File: src/hdl/sdci_pkg.sv
// Package for the SD card bring-up sequencer.
// Holds the phase and action codes, response and fail codes, register indexes
// and the result item type. It has no dependencies.
package sdci_pkg;

  typedef enum logic [3:0] {
    PH_IDLE,
    PH_CMD0,
    PH_CMD8,
    PH_CMD55,
    PH_ACMD41,
    PH_CMD2,
    PH_CMD3,
    PH_CLOCK,
    PH_CMD7,
    PH_DONE,
    PH_FAIL
  } phase_t;

  typedef enum logic [2:0] {
    ACT_CMD   = 3'd0,
    ACT_RESET = 3'd1,
    ACT_CLOCK = 3'd2,
    ACT_DONE  = 3'd3,
    ACT_FAIL  = 3'd4
  } action_t;

  localparam logic KIND_START = 1'b0;

  localparam logic [1:0] ST_OK      = 2'd0;
  localparam logic [1:0] ST_CMD_ERR = 2'd1;

  localparam logic [1:0] FC_NONE        = 2'd0;
  localparam logic [1:0] FC_TIMEOUT     = 2'd1;
  localparam logic [1:0] FC_CMD_ERR     = 2'd2;
  localparam logic [1:0] FC_UNSUPPORTED = 2'd3;

  localparam logic [1:0] RT_NONE = 2'd0;
  localparam logic [1:0] RT_R48  = 2'd1;
  localparam logic [1:0] RT_R48B = 2'd2;
  localparam logic [1:0] RT_R136 = 2'd3;

  localparam logic [5:0] CMD_GO_IDLE     = 6'd0;
  localparam logic [5:0] CMD_ALL_SEND_CID = 6'd2;
  localparam logic [5:0] CMD_SEND_RCA    = 6'd3;
  localparam logic [5:0] CMD_SELECT      = 6'd7;
  localparam logic [5:0] CMD_SEND_IF     = 6'd8;
  localparam logic [5:0] CMD_SEND_OP     = 6'd41;
  localparam logic [5:0] CMD_APP         = 6'd55;

  localparam logic [2:0] REG_RETRY_LIMIT    = 3'd0;
  localparam logic [2:0] REG_VOLTAGE_WINDOW = 3'd1;
  localparam logic [2:0] REG_CHECK_PATTERN  = 3'd2;
  localparam logic [2:0] REG_IDLE_PAUSE     = 3'd3;
  localparam logic [2:0] REG_RETRY_PAUSE    = 3'd4;

  localparam logic [15:0] RESET_RETRY_LIMIT    = 16'd1000;
  localparam logic [23:0] RESET_VOLTAGE_WINDOW = 24'hFF8000;
  localparam logic [7:0]  RESET_CHECK_PATTERN  = 8'hAA;
  localparam logic [19:0] RESET_IDLE_PAUSE     = 20'd2000;
  localparam logic [19:0] RESET_RETRY_PAUSE    = 20'd10000;

  localparam logic [3:0] CMD8_VHS = 4'h1;

  localparam int unsigned QUEUE_DEPTH = 4;

  typedef struct packed {
    action_t     action;
    logic [5:0]  cmd_index;
    logic [31:0] argument;
    logic [1:0]  resp_type;
    logic        check_crc;
    logic        check_index;
    logic [19:0] pause_us;
    logic [1:0]  fail_code;
    logic [15:0] card_address;
    logic        high_capacity;
    logic        version_two;
    logic        last;
  } result_t;

  function automatic result_t make_result(action_t act, logic [5:0] cmd, logic [31:0] arg,
                                          logic [1:0] rt, logic crc, logic idx,
                                          logic [19:0] pause, logic [1:0] fail, logic lst);
    result_t r;
    r.action        = act;
    r.cmd_index     = cmd;
    r.argument      = arg;
    r.resp_type     = rt;
    r.check_crc     = crc;
    r.check_index   = idx;
    r.pause_us      = pause;
    r.fail_code     = fail;
    r.card_address  = 16'd0;
    r.high_capacity = 1'b0;
    r.version_two   = 1'b0;
    r.last          = lst;
    return r;
  endfunction

endpackage

File: src/hdl/sd_card_init_sequencer_unit.sv
// Top level of the SD card bring-up sequencer: phase tracking, card state,
// configuration registers and a small output queue. Depends on sdci_pkg.
//
// Each accepted item is decoded in the cycle it is accepted, the card state is
// updated at that edge, and its results are written into a four-entry output
// queue, so the first result can be offered on the next cycle. The block takes
// one item per cycle while in_stall is low; an item gives one result, or two
// on a CMD8 command error, and none for an outcome arriving in the idle, done
// or fail phase. in_stall is high while fewer than two queue entries are free,
// so the rate is set only by how fast results are taken on the output side.
module sd_card_init_sequencer_unit
  import sdci_pkg::*;
(
  input  logic        clk,
  input  logic        rst,
  input  logic        cfg_write,
  input  logic [2:0]  cfg_index,
  input  logic [23:0] cfg_data,
  input  logic        in_valid,
  output logic        in_stall,
  input  logic        kind,
  input  logic [1:0]  status,
  input  logic [31:0] response,
  output logic        out_valid,
  input  logic        out_stall,
  output logic [2:0]  action,
  output logic [5:0]  cmd_index,
  output logic [31:0] argument,
  output logic [1:0]  resp_type,
  output logic        check_crc,
  output logic        check_index,
  output logic [19:0] pause_us,
  output logic [1:0]  fail_code,
  output logic [15:0] card_address,
  output logic        high_capacity,
  output logic        version_two,
  output logic        last
);

  localparam int unsigned PTR_W = $clog2(QUEUE_DEPTH);
  localparam int unsigned CNT_W = $clog2(QUEUE_DEPTH + 1);
  localparam logic [CNT_W-1:0] STALL_LEVEL = CNT_W'(QUEUE_DEPTH - 2);

  logic [15:0] retry_limit;
  logic [23:0] voltage_window;
  logic [7:0]  check_pattern;
  logic [19:0] idle_pause_us;
  logic [19:0] retry_pause_us;

  phase_t      phase, phase_next;
  logic        is_v2, is_v2_next;
  logic        is_high_cap, is_high_cap_next;
  logic [15:0] rel_addr, rel_addr_next;
  logic [15:0] attempts, attempts_next;
  logic [15:0] attempts_inc;

  result_t          queue [QUEUE_DEPTH];
  logic [PTR_W-1:0] wr_ptr, rd_ptr;
  logic [CNT_W-1:0] count, count_next;

  logic       accept, pop, ok;
  logic [1:0] fail_status;
  logic [1:0] n_res, push_n;
  result_t    res_a, res_b, res_a_raw, res_b_raw;

  assign accept       = in_valid && !in_stall;
  assign ok           = (status == ST_OK);
  assign fail_status  = (status == ST_CMD_ERR) ? FC_CMD_ERR : FC_TIMEOUT;
  assign attempts_inc = (attempts != 16'hFFFF) ? attempts + 16'd1 : attempts;

  always_comb begin
    phase_next       = phase;
    is_v2_next       = is_v2;
    is_high_cap_next = is_high_cap;
    rel_addr_next    = rel_addr;
    attempts_next    = attempts;
    if (accept) begin
      if (kind == KIND_START) begin
        phase_next       = PH_CMD0;
        is_v2_next       = 1'b0;
        is_high_cap_next = 1'b0;
        rel_addr_next    = 16'd0;
        attempts_next    = 16'd0;
      end else begin
        case (phase)
          PH_CMD0: phase_next = ok ? PH_CMD8 : PH_FAIL;
          PH_CMD8: begin
            attempts_next = 16'd0;
            if (ok) begin
              if (response[7:0] != check_pattern) begin
                phase_next = PH_FAIL;
              end else begin
                is_v2_next = 1'b1;
                phase_next = PH_CMD55;
              end
            end else if (status == ST_CMD_ERR) begin
              is_v2_next = 1'b0;
              phase_next = PH_CMD55;
            end else begin
              phase_next = PH_FAIL;
            end
          end
          PH_CMD55: phase_next = ok ? PH_ACMD41 : PH_FAIL;
          PH_ACMD41: begin
            if (!ok) begin
              phase_next = PH_FAIL;
            end else begin
              attempts_next = attempts_inc;
              if (response[31]) begin
                is_high_cap_next = response[30];
                phase_next       = PH_CMD2;
              end else if (attempts_inc >= retry_limit) begin
                phase_next = PH_FAIL;
              end else begin
                phase_next = PH_CMD55;
              end
            end
          end
          PH_CMD2: phase_next = ok ? PH_CMD3 : PH_FAIL;
          PH_CMD3: begin
            if (ok) begin
              rel_addr_next = response[31:16];
              phase_next    = PH_CLOCK;
            end else begin
              phase_next = PH_FAIL;
            end
          end
          PH_CLOCK: phase_next = ok ? PH_CMD7 : PH_FAIL;
          PH_CMD7:  phase_next = ok ? PH_DONE : PH_FAIL;
          default: ;
        endcase
      end
    end
  end

  always_comb begin
    n_res     = 2'd1;
    res_b_raw = make_result(ACT_CMD, CMD_APP, 32'd0, RT_R48, 1'b1, 1'b1, 20'd0, FC_NONE, 1'b1);
    res_a_raw = make_result(ACT_FAIL, 6'd0, 32'd0, RT_NONE, 1'b0, 1'b0, 20'd0, fail_status,
                            1'b1);
    if (kind == KIND_START) begin
      res_a_raw = make_result(ACT_CMD, CMD_GO_IDLE, 32'd0, RT_NONE, 1'b0, 1'b0, 20'd0,
                              FC_NONE, 1'b1);
    end else begin
      case (phase)
        PH_CMD0: begin
          if (ok) begin
            res_a_raw = make_result(ACT_CMD, CMD_SEND_IF, {20'd0, CMD8_VHS, check_pattern},
                                    RT_R48, 1'b1, 1'b1, idle_pause_us, FC_NONE, 1'b1);
          end
        end
        PH_CMD8: begin
          if (ok) begin
            if (response[7:0] != check_pattern) begin
              res_a_raw = make_result(ACT_FAIL, 6'd0, 32'd0, RT_NONE, 1'b0, 1'b0, 20'd0,
                                      FC_UNSUPPORTED, 1'b1);
            end else begin
              res_a_raw = res_b_raw;
            end
          end else if (status == ST_CMD_ERR) begin
            n_res     = 2'd2;
            res_a_raw = make_result(ACT_RESET, 6'd0, 32'd0, RT_NONE, 1'b0, 1'b0, 20'd0,
                                    FC_NONE, 1'b0);
          end
        end
        PH_CMD55: begin
          if (ok) begin
            res_a_raw = make_result(ACT_CMD, CMD_SEND_OP, {1'b0, is_v2, 6'd0, voltage_window},
                                    RT_R48, 1'b0, 1'b0, 20'd0, FC_NONE, 1'b1);
          end
        end
        PH_ACMD41: begin
          if (ok) begin
            if (response[31]) begin
              res_a_raw = make_result(ACT_CMD, CMD_ALL_SEND_CID, 32'd0, RT_R136, 1'b1, 1'b0,
                                      20'd0, FC_NONE, 1'b1);
            end else if (attempts_inc >= retry_limit) begin
              res_a_raw = make_result(ACT_FAIL, 6'd0, 32'd0, RT_NONE, 1'b0, 1'b0, 20'd0,
                                      FC_TIMEOUT, 1'b1);
            end else begin
              res_a_raw = make_result(ACT_CMD, CMD_APP, 32'd0, RT_R48, 1'b1, 1'b1,
                                      retry_pause_us, FC_NONE, 1'b1);
            end
          end
        end
        PH_CMD2: begin
          if (ok) begin
            res_a_raw = make_result(ACT_CMD, CMD_SEND_RCA, 32'd0, RT_R48, 1'b1, 1'b1, 20'd0,
                                    FC_NONE, 1'b1);
          end
        end
        PH_CMD3: begin
          if (ok) begin
            res_a_raw = make_result(ACT_CLOCK, 6'd0, 32'd0, RT_NONE, 1'b0, 1'b0, 20'd0,
                                    FC_NONE, 1'b1);
          end
        end
        PH_CLOCK: begin
          if (ok) begin
            res_a_raw = make_result(ACT_CMD, CMD_SELECT, {rel_addr, 16'd0}, RT_R48B, 1'b1,
                                    1'b1, 20'd0, FC_NONE, 1'b1);
          end
        end
        PH_CMD7: begin
          if (ok) begin
            res_a_raw = make_result(ACT_DONE, 6'd0, 32'd0, RT_NONE, 1'b0, 1'b0, 20'd0,
                                    FC_NONE, 1'b1);
          end
        end
        default: n_res = 2'd0;
      endcase
    end

    res_a               = res_a_raw;
    res_a.card_address  = rel_addr_next;
    res_a.high_capacity = is_high_cap_next;
    res_a.version_two   = is_v2_next;
    res_b               = res_b_raw;
    res_b.card_address  = rel_addr_next;
    res_b.high_capacity = is_high_cap_next;
    res_b.version_two   = is_v2_next;
  end

  assign push_n     = accept ? n_res : 2'd0;
  assign pop        = out_valid && !out_stall;
  assign count_next = count + CNT_W'(push_n) - CNT_W'(pop);

  always_ff @(posedge clk) begin
    if (rst) begin
      retry_limit    <= RESET_RETRY_LIMIT;
      voltage_window <= RESET_VOLTAGE_WINDOW;
      check_pattern  <= RESET_CHECK_PATTERN;
      idle_pause_us  <= RESET_IDLE_PAUSE;
      retry_pause_us <= RESET_RETRY_PAUSE;
    end else if (cfg_write) begin
      case (cfg_index)
        REG_RETRY_LIMIT:    retry_limit    <= cfg_data[15:0];
        REG_VOLTAGE_WINDOW: voltage_window <= cfg_data;
        REG_CHECK_PATTERN:  check_pattern  <= cfg_data[7:0];
        REG_IDLE_PAUSE:     idle_pause_us  <= cfg_data[19:0];
        REG_RETRY_PAUSE:    retry_pause_us <= cfg_data[19:0];
        default: ;
      endcase
    end
  end

  always_ff @(posedge clk) begin
    if (rst) begin
      phase       <= PH_IDLE;
      is_v2       <= 1'b0;
      is_high_cap <= 1'b0;
      rel_addr    <= 16'd0;
      attempts    <= 16'd0;
      wr_ptr      <= '0;
      rd_ptr      <= '0;
      count       <= '0;
    end else begin
      phase       <= phase_next;
      is_v2       <= is_v2_next;
      is_high_cap <= is_high_cap_next;
      rel_addr    <= rel_addr_next;
      attempts    <= attempts_next;
      wr_ptr      <= wr_ptr + PTR_W'(push_n);
      rd_ptr      <= rd_ptr + PTR_W'(pop);
      count       <= count_next;
    end
  end

  always_ff @(posedge clk) begin
    if (push_n != 2'd0) begin
      queue[wr_ptr] <= res_a;
    end
    if (push_n == 2'd2) begin
      queue[wr_ptr + PTR_W'(1)] <= res_b;
    end
  end

  assign in_stall      = (count > STALL_LEVEL);
  assign out_valid     = (count != '0);
  assign action        = queue[rd_ptr].action;
  assign cmd_index     = queue[rd_ptr].cmd_index;
  assign argument      = queue[rd_ptr].argument;
  assign resp_type     = queue[rd_ptr].resp_type;
  assign check_crc     = queue[rd_ptr].check_crc;
  assign check_index   = queue[rd_ptr].check_index;
  assign pause_us      = queue[rd_ptr].pause_us;
  assign fail_code     = queue[rd_ptr].fail_code;
  assign card_address  = queue[rd_ptr].card_address;
  assign high_capacity = queue[rd_ptr].high_capacity;
  assign version_two   = queue[rd_ptr].version_two;
  assign last          = queue[rd_ptr].last;

endmodule

File: config.mk
export PLATFORM = sky130hd
export DESIGN_NAME = sd_card_init_sequencer_unit
export DESIGN_NICKNAME = d
export VERILOG_FILES = /design/src/hdl/sdci_pkg.sv /design/src/hdl/sd_card_init_sequencer_unit.sv
export SDC_FILE = /design/constraint.sdc
export NUM_CORES = 1
export LEC_CHECK = 0
export BUFFER_PORTS_ARGS = -buffer_cell sky130_fd_sc_hd__buf_2
export CAP_MARGIN = 25
export CELL_PAD_IN_SITES_DETAIL_PLACEMENT = 1
export CELL_PAD_IN_SITES_GLOBAL_PLACEMENT = 1
export CORE_ASPECT_RATIO = 0.75
export CORE_MARGIN = 1.5
export CORE_UTILIZATION = 30
export CTS_BUF_LIST = sky130_fd_sc_hd__clkbuf_16
export CTS_CLUSTER_SIZE = 14
export DETAILED_ROUTE_END_ITERATION = 7
export PLACE_DENSITY_LB_ADDON = 0.1
export SKIP_CTS_REPAIR_TIMING = 1
export SLEW_MARGIN = 20
export SYNTH_ARGS = -nofsm -noshare
export SYNTH_HDL_FRONTEND = slang
export SYNTH_SLANG_ARGS = --single-unit
File: constraint.sdc
create_clock -name clk -period 8.7 [get_ports clk]
set_clock_uncertainty 0.05 [all_clocks]
set_input_delay 2.175 -clock clk [delete_from_list [all_inputs] [get_ports clk]]
set_output_delay 2.175 -clock clk [all_outputs]
set_load 0.1 [all_outputs]
==> results of run 1 <==
[stage by stage]
stage	setup WS [ns]	instances	total power, mW	utilization
after floorplan	4.09	1889	3.76	-
after global placement	3.35	2779	4.13	0.324
after detailed placement	3.30	2782	4.16	0.325
after CTS	3.49	2871	6.34	0.350
after global routing	3.41	2873	6.51	0.351
final	3.63	2873	6.26	0.351
[synth_stat cells, types with 6 or more instances]
master,instances,area [um^2]
inv_1,28,105
nand2_1,305,1140
mux4_2,86,1940
o21ai_0,69,345
ha_1,22,275
o21a_1,6,45.0
and3_1,9,56.3
and4_1,7,61.3
nand3b_1,22,165
buf_1,10,37.5
edfxtp_1,72,2160
or3_1,6,37.5
nand4_1,7,43.8
buf_6,20,225
nor3_1,10,50.1
a32o_1,57,571
nand3_1,14,70.1
nand2b_1,9,56.3
xnor2_1,21,184
clkbuf_1,92,345
a31oi_1,8,50.1
a32oi_1,22,193
a22o_1,104,911
a21oi_1,94,470
a211o_1,10,87.6
mux2_2,16,180
o22a_1,20,175
buf_2,30,150
nor2b_1,13,81.3
nor2_1,154,578
o21ai_1,61,305
and2_1,7,43.8
dfxtp_1,405,8110
[state kept, by name (all words and copies together) (netlist names), 8 cells and up]
| signal | cells |
|---|---|
| queue | 344 |
| voltage_window | 24 |
| idle_pause_us | 20 |
| retry_pause_us | 20 |
| attempts | 16 |
| rel_addr | 16 |
| retry_limit | 16 |
| check_pattern | 8 |
[area by class of cell]
type                       instances  area, um^2  area share
timing repair buffer             180        1040      0.0453
clock inverter                    36         298      0.0130
clock buffer                      53        1330      0.0579
tap                              871        1090      0.0476
sequential                       477       10300       0.449
multi-input combinational       1224        8760       0.382
inverter                          32         120     0.00524
[path summary, 6_finish.rpt]
| path | start | end | slack [ns] | cells past startpoint |
|---|---|---|---|---|
| worst max-delay path | rd_ptr[0] | fail_code[1] | 3.63 | 3 |
| worst min-delay path | queue[0][24] | queue[0][24] | 0.40 | 2 |
| worst max register to register | attempts[3] | queue[1][26] | 4.43 | 13 |
| worst min register to register | queue[0][24] | queue[0][24] | 0.40 | 2 |
[layout by cell type (no fill, tap or decap), types with 5 or more instances in the layout]
cell type  Yosys  final
nand3_1       14     14
nand2_1      305    302
xnor2_1       21     21
bufinv_16      0      5
mux4_2        86     86
buf_4          3     29
and2_1         7      7
inv_1         28     42
and4_1         7      7
o21ai_0       69     69
clkinv_1       4     13
and3_1         9      9
buf_2         30    146
o21a_1         6      6
mux2_2        16     16
clkinv_2       0      5
o21ai_1       61     60
nand2b_1       9      8
a211o_1       10     10
nand4_1        7      7
o22a_1        20     20
nor2b_1       13     13
nor3_1        10      8
edfxtp_1      72     72
a32o_1        57     57
a22o_1       104    104
nor2_1       154    151
a32oi_1       22     22
a31oi_1        8      8
a21oi_1       94     94
dfxtp_1      405    403
nand3b_1      22     22
ha_1          22     22
clkbuf_16      0     53
[power breakdown]
part	internal, mW	switching [mW]	total (mW)
Sequential	2.39	0.119	2.51
Combinational	0.404	1.17	1.58
Clock	1.24	0.933	2.18
Total	4.04	2.22	6.26
[critical path: cells and delay by family, from the launching register on]
family | cells | cell delay (ns)
muxes | 1 | 0.66
buffers and inverters | 2 | 0.89
DFF | 1 | 0.64
[logic make-up (layout without fill, tap and decap cells)]
group / count (synthesis) / after routing / share of synthesized area
and+or+nand+nor: 585 / 585 / 0.130
AOI/OAI and AO/OA: 486 / 486 / 0.174
DFF: 477 / 477 / 0.517
buffers and inverters: 188 / 301 / 0.0456
muxes: 106 / 106 / 0.109
xor gates and xnor gates: 24 / 24 / 0.0106
adders and majority gates: 23 / 23 / 0.0149
[layer usage]
| layer | up-vias | wire length [um] | track usage | share of wire |
|---|---|---|---|---|
| met4 | 8 | 1160 | 0.0456 | 0.017 |
| met5 | - | 49 | 0 | 0.00071 |
| met1 | 7798 | 33600 | 0.285 | 0.49 |
| met2 | 275 | 31200 | 0.323 | 0.45 |
| met3 | 82 | 3130 | 0.0371 | 0.045 |
| li1 | 7054 | - | - | - |
==> results.sh, run 1 <==
export IMPL_status="complete, no violations"
export IMPL_max_slew_margin=0.317
export IMPL_finalSetupViolations=0
export IMPL_diodes=0
export IMPL_synthArstFlopShare=0
export IMPL_grt_pass1_wl_mm=103
export IMPL_clock_sinks=477
export IMPL_crit_chain="buf_12 > mux4_2 > buf_2"
export IMPL_coreArea_um2=65400
export IMPL_first_pass_iters=4
export IMPL_max_freq_mhz=197
export IMPL_rows=81
export IMPL_final_area_um2=22900
export IMPL_synth_edf_count=72
export IMPL_synth_cell_types=76
export IMPL_die_h_um=226
export IMPL_drt_initial_drc_count=884
export IMPL_nFillCells=7206
export IMPL_power_density_nw_per_um2=273
export IMPL_die_x_um=300
export IMPL_slew_violations=0
export IMPL_port_buffers=146
export IMPL_cts_buffer_depth=3
export IMPL_syn_nets=1979
export IMPL_p_leak_nw=8.31
export IMPL_tns_ns=0
export IMPL_cts_reportedPaths_clkPinSlew_ns=0.06
export IMPL_post_route_min_period_ns=5.07
export IMPL_syn_area_per_cell_um2=10.5
export IMPL_rsz0062_at_grt="no"
export IMPL_syn_cell_area_um2=19900
export IMPL_antenna_found_initial=7
export IMPL_cp_max_fo=69
export IMPL_cts_root_buf="clkbuf_16"
export IMPL_clk_latency_ns=0.60
export IMPL_required_ns=6.48
export IMPL_die_area_um2=67800
export IMPL_synth_seq_cells=477
export IMPL_route_detailed_drc=0
export IMPL_placed_cell_area_um2=21200
export IMPL_area_delta_synth_final_pct=15.3
export IMPL_fin_crit_sh=0.583
export IMPL_hold_viol=0
export IMPL_synth_flop_cell="dfxtp_1"
export IMPL_fin_nets=2057
export IMPL_cts_tree="built"
export IMPL_maxCapViolations=0
export IMPL_min_path_type="flop to flop"
export IMPL_synth_warnings=0
export IMPL_grt_pass1_vias=15800
export IMPL_initial_utilization=0.304
export IMPL_hold_slack_ns=0.397
export IMPL_slowest_stage="mux4_2"
export IMPL_overflow=0
export IMPL_num_io_pins=155
export IMPL_ys_seq_area_frac=0.517
export IMPL_worst_pin_slew_ns=1.02
export IMPL_crit_path_start_kind="flop"
export IMPL_hpwlAfterDp_mm=44.3
export IMPL_track_usage=0.203
export IMPL_crit_arrival_ns=2.85
export IMPL_via_count=15200
export IMPL_drive_gt1_frac=0.189
export IMPL_irDropWorstVdd_v=0.000181
export IMPL_h_tree_depth=2
export IMPL_worstSetupPathType="flop to output port"
export IMPL_netlist_instances=1889
export IMPL_cts_buffers_inserted=52
export IMPL_endpoint_kind="output port"
export IMPL_wirelength_mm=69.1
export IMPL_ant_nets=0
export IMPL_viasPerCell=5.30
export IMPL_wl_per_cell_um=24.0
export IMPL_place_gp_congestion=0.795
export IMPL_slowest_delay_ns=0.66
export IMPL_grt_max_degree=95
Power figures use the tool's default switching activity.
==> run 2: changes to the inputs <==
--- a/config.mk
+++ b/config.mk
@@ -5,6 +5,7 @@
 export SDC_FILE = /design/constraint.sdc
 export NUM_CORES = 1
 export LEC_CHECK = 0
+export ABC_AREA = 1
 export BUFFER_PORTS_ARGS = -buffer_cell sky130_fd_sc_hd__buf_2
 export CAP_MARGIN = 25
 export CELL_PAD_IN_SITES_DETAIL_PLACEMENT = 1
==> constraint.sdc (replaced) <==
create_clock -name clk -period 4.7 [get_ports clk]
set_clock_uncertainty 0.05 [all_clocks]
set_input_delay 1.175 -clock clk [delete_from_list [all_inputs] [get_ports clk]]
set_output_delay 1.175 -clock clk [all_outputs]
set_load 0.1 [all_outputs]
==> run 2 against run 1 <==
Worst setup slack lost 2.9 ns. Critical endpoint is now queue[3][22]. Critical path depth grew 16. Largest power group is now combinational logic. Final cell count grew 33%.
==> results.sh, run 2 <==
export IMPL_syn_nets=2881
export IMPL_netlist_instances=2791
export IMPL_antenna_found_initial=2
export IMPL_grt_pass1_wl_mm=119
export IMPL_clk_latency_ns=0.60
export IMPL_area_delta_synth_final_pct=16.2
export IMPL_status="complete, no violations"
export IMPL_rsz0062_at_grt="no"
export IMPL_tns_ns=0
export IMPL_wl_per_cell_um=20.7
export IMPL_num_io_pins=155
export IMPL_diodes=0
export IMPL_coreArea_um2=67300
export IMPL_place_gp_congestion=0.837
export IMPL_syn_cell_area_um2=20600
export IMPL_fin_crit_sh=0.852
export IMPL_cts_tree="built"
export IMPL_layout_common_cells="nand2_1, nor2_1, dfxtp_1"
export IMPL_h_tree_depth=2
export IMPL_irDropWorstVdd_v=0.000495
export IMPL_ff2ff_path_depth=19
export IMPL_ys_seq_area_frac=0.499
export IMPL_final_area_um2=23900
export IMPL_cts_root_buf="clkbuf_16"
export IMPL_power_density_nw_per_um2=598
export IMPL_post_route_min_period_ns=4.01
export IMPL_reg_top3="queue: 344 flops, voltage_window: 24 flops"
export IMPL_cts_buffer_depth=3
export IMPL_fin_nets=2980
export IMPL_die_h_um=230
export IMPL_finalPower_mw=14.3
export IMPL_min_path_type="flop to flop"
export IMPL_track_usage=0.222
export IMPL_worst_pin_slew_ns=1.11
export IMPL_port_buffers=146
export IMPL_synth_edf_count=72
export IMPL_viasPerCell=5.01
export IMPL_die_x_um=305
export IMPL_crit_chain="nand3_1 > nor2_1 > nand2_1 > nor3_1 > a21oi_1 > a31oi_1 > ha_1 > nand2_1 > inv_1 > nand3_1 > inv_1 > nand2_1 > nand2_1 > inv_2 > nand4_1 > buf_4 > o21ai_0 > nand2_1 > nand2_1"
export IMPL_cts_buffers_inserted=52
export IMPL_crit_arrival_ns=4.50
export IMPL_rows=82
export IMPL_largest_register="queue"
export IMPL_cp_max_fo=20
export IMPL_endpoint_kind="flop"
export IMPL_timing_rr_start="attempts[0]"
export IMPL_hpwlAfterDp_mm=51.6
export IMPL_drt_initial_drc_count=1123
export IMPL_crit_path_start_kind="flop"
export IMPL_finalSetupViolations=0
export IMPL_yosysTopAreaCell="dfxtp_1"
export IMPL_grt_max_degree=75
export IMPL_path_common_cell="nand2_1"
export IMPL_largest_reg_flops=344
export IMPL_first_pass_iters=5
export IMPL_yosysTopAreaCellShare=0.394
export IMPL_hold_viol=0
export IMPL_synth_commonest_cells="nand2_1, nor2_1, dfxtp_1"
export IMPL_maxCapViolations=0
export IMPL_overflow=0
export IMPL_cp_startpoint="attempts[0]"
export IMPL_wirelength_mm=78.9
export IMPL_p_leak_nw=10.5
export IMPL_worst_slack_ns=0.694
export IMPL_initial_utilization=0.306
export IMPL_r2r_setup_slack_ns=0.69
export IMPL_fin_util=0.355
export IMPL_die_area_um2=70200
export IMPL_slowest_delay_ns=0.73
export IMPL_placed_cell_area_um2=22300
export IMPL_crit_end="queue[3][22]"
export IMPL_syn_area_per_cell_um2=7.37
export IMPL_slowest_stage="o21ai_0"
export IMPL_cts_reportedPaths_clkPinSlew_ns=0.06
export IMPL_final_common_cell="nand2_1"
export IMPL_required_ns=5.19
export IMPL_grt_pass1_vias=19300
export IMPL_slew_violations=0
export IMPL_synth_area_leaders="dfxtp_1, nand2_1, edfxtp_1"
export IMPL_worstSetupPathType="flop to flop"
export IMPL_drive_gt1_frac=0.114
export IMPL_synth_seq_cells=477
export IMPL_max_freq_mhz=250
export IMPL_synth_cell_types=41
export IMPL_ant_nets=0
export IMPL_route_detailed_drc=0
export IMPL_dp_slack_ns=0.738
export IMPL_synth_flop_cell="dfxtp_1"
export IMPL_max_slew_margin=0.254
export IMPL_synth_warnings=0
export IMPL_synth_most_common_cell="nand2_1"
export IMPL_via_count=19100
export IMPL_nFillCells=8226
export IMPL_synthArstFlopShare=0
export IMPL_clock_sinks=477
export IMPL_r2r_end="queue[3][22]"
-- run 2: how the worst min path moves through the flow --
stage | from | end | slack [ns] | cells after the start
3_3_place_gp | queue[2][44] | queue[2][44] | 0.37 | 2
4_1_cts | queue[2][53] | queue[2][53] | 0.40 | 2
3_5_place_dp | queue[2][53] | queue[2][53] | 0.38 | 2
2_1_floorplan | queue[1][20] | queue[1][20] | 0.36 | 2
5_1_grt | queue[1][44] | queue[1][44] | 0.41 | 2
6_report | queue[2][29] | queue[2][29] | 0.40 | 2
-- run 2: critical path: cells and delay by family, from the launching register on --
family	cells	cell delay, ns
flops	1	0.41
simple gates	11	1.59
fa+ha+maj	1	0.31
buf+inv	4	0.43
compound gates	3	1.15
-- run 2: cells by family after synthesis --
group           after synthesis  share of synthesized area
simple gates               1427                      0.274
buf+inv                     302                     0.0651
compound gates              548                      0.141
xor+xnor                     14                    0.00596
fa+ha+maj                    23                     0.0144
flops                       477                      0.499
-- run 2: final cells by class --
type	instances	area (um^2)	share of cell area
inverter	139	529	0.0221
multi-input combinational	2012	8970	0.375
sequential	477	10300	0.430
timing repair buffer	208	1430	0.0598
clock buffer	54	1350	0.0565
clock inverter	41	238	0.00995
tap	882	1100	0.0462
-- run 2: where the power goes --
| group | total (mW) | switching (mW) | internal (mW) | leakage (nW) |
|---|---|---|---|---|
| Sequential | 4.51 | 0.146 | 4.36 | 3.98 |
| Combinational | 5.86 | 4.88 | 0.985 | 5.66 |
| Clock | 3.91 | 1.74 | 2.17 | 0.832 |
-- run 2: routing by layer --
metal	routed length, um	track usage	vias to the layer above
li1	-	-	9223
met1	39300	0.320	9453
met2	35000	0.353	334
met3	3030	0.0246	86
met4	1520	0.0519	0
met5	0	0	-
-- run 2: through the flow --
| stage | hold slack [ns] | cells |
|---|---|---|
| floorplan | 0.364 | 2791 |
| global placement | 0.374 | 3715 |
| detailed placement | 0.382 | 3716 |
| CTS | 0.397 | 3811 |
| global route | 0.413 | 3813 |
| finish | 0.399 | 3813 |
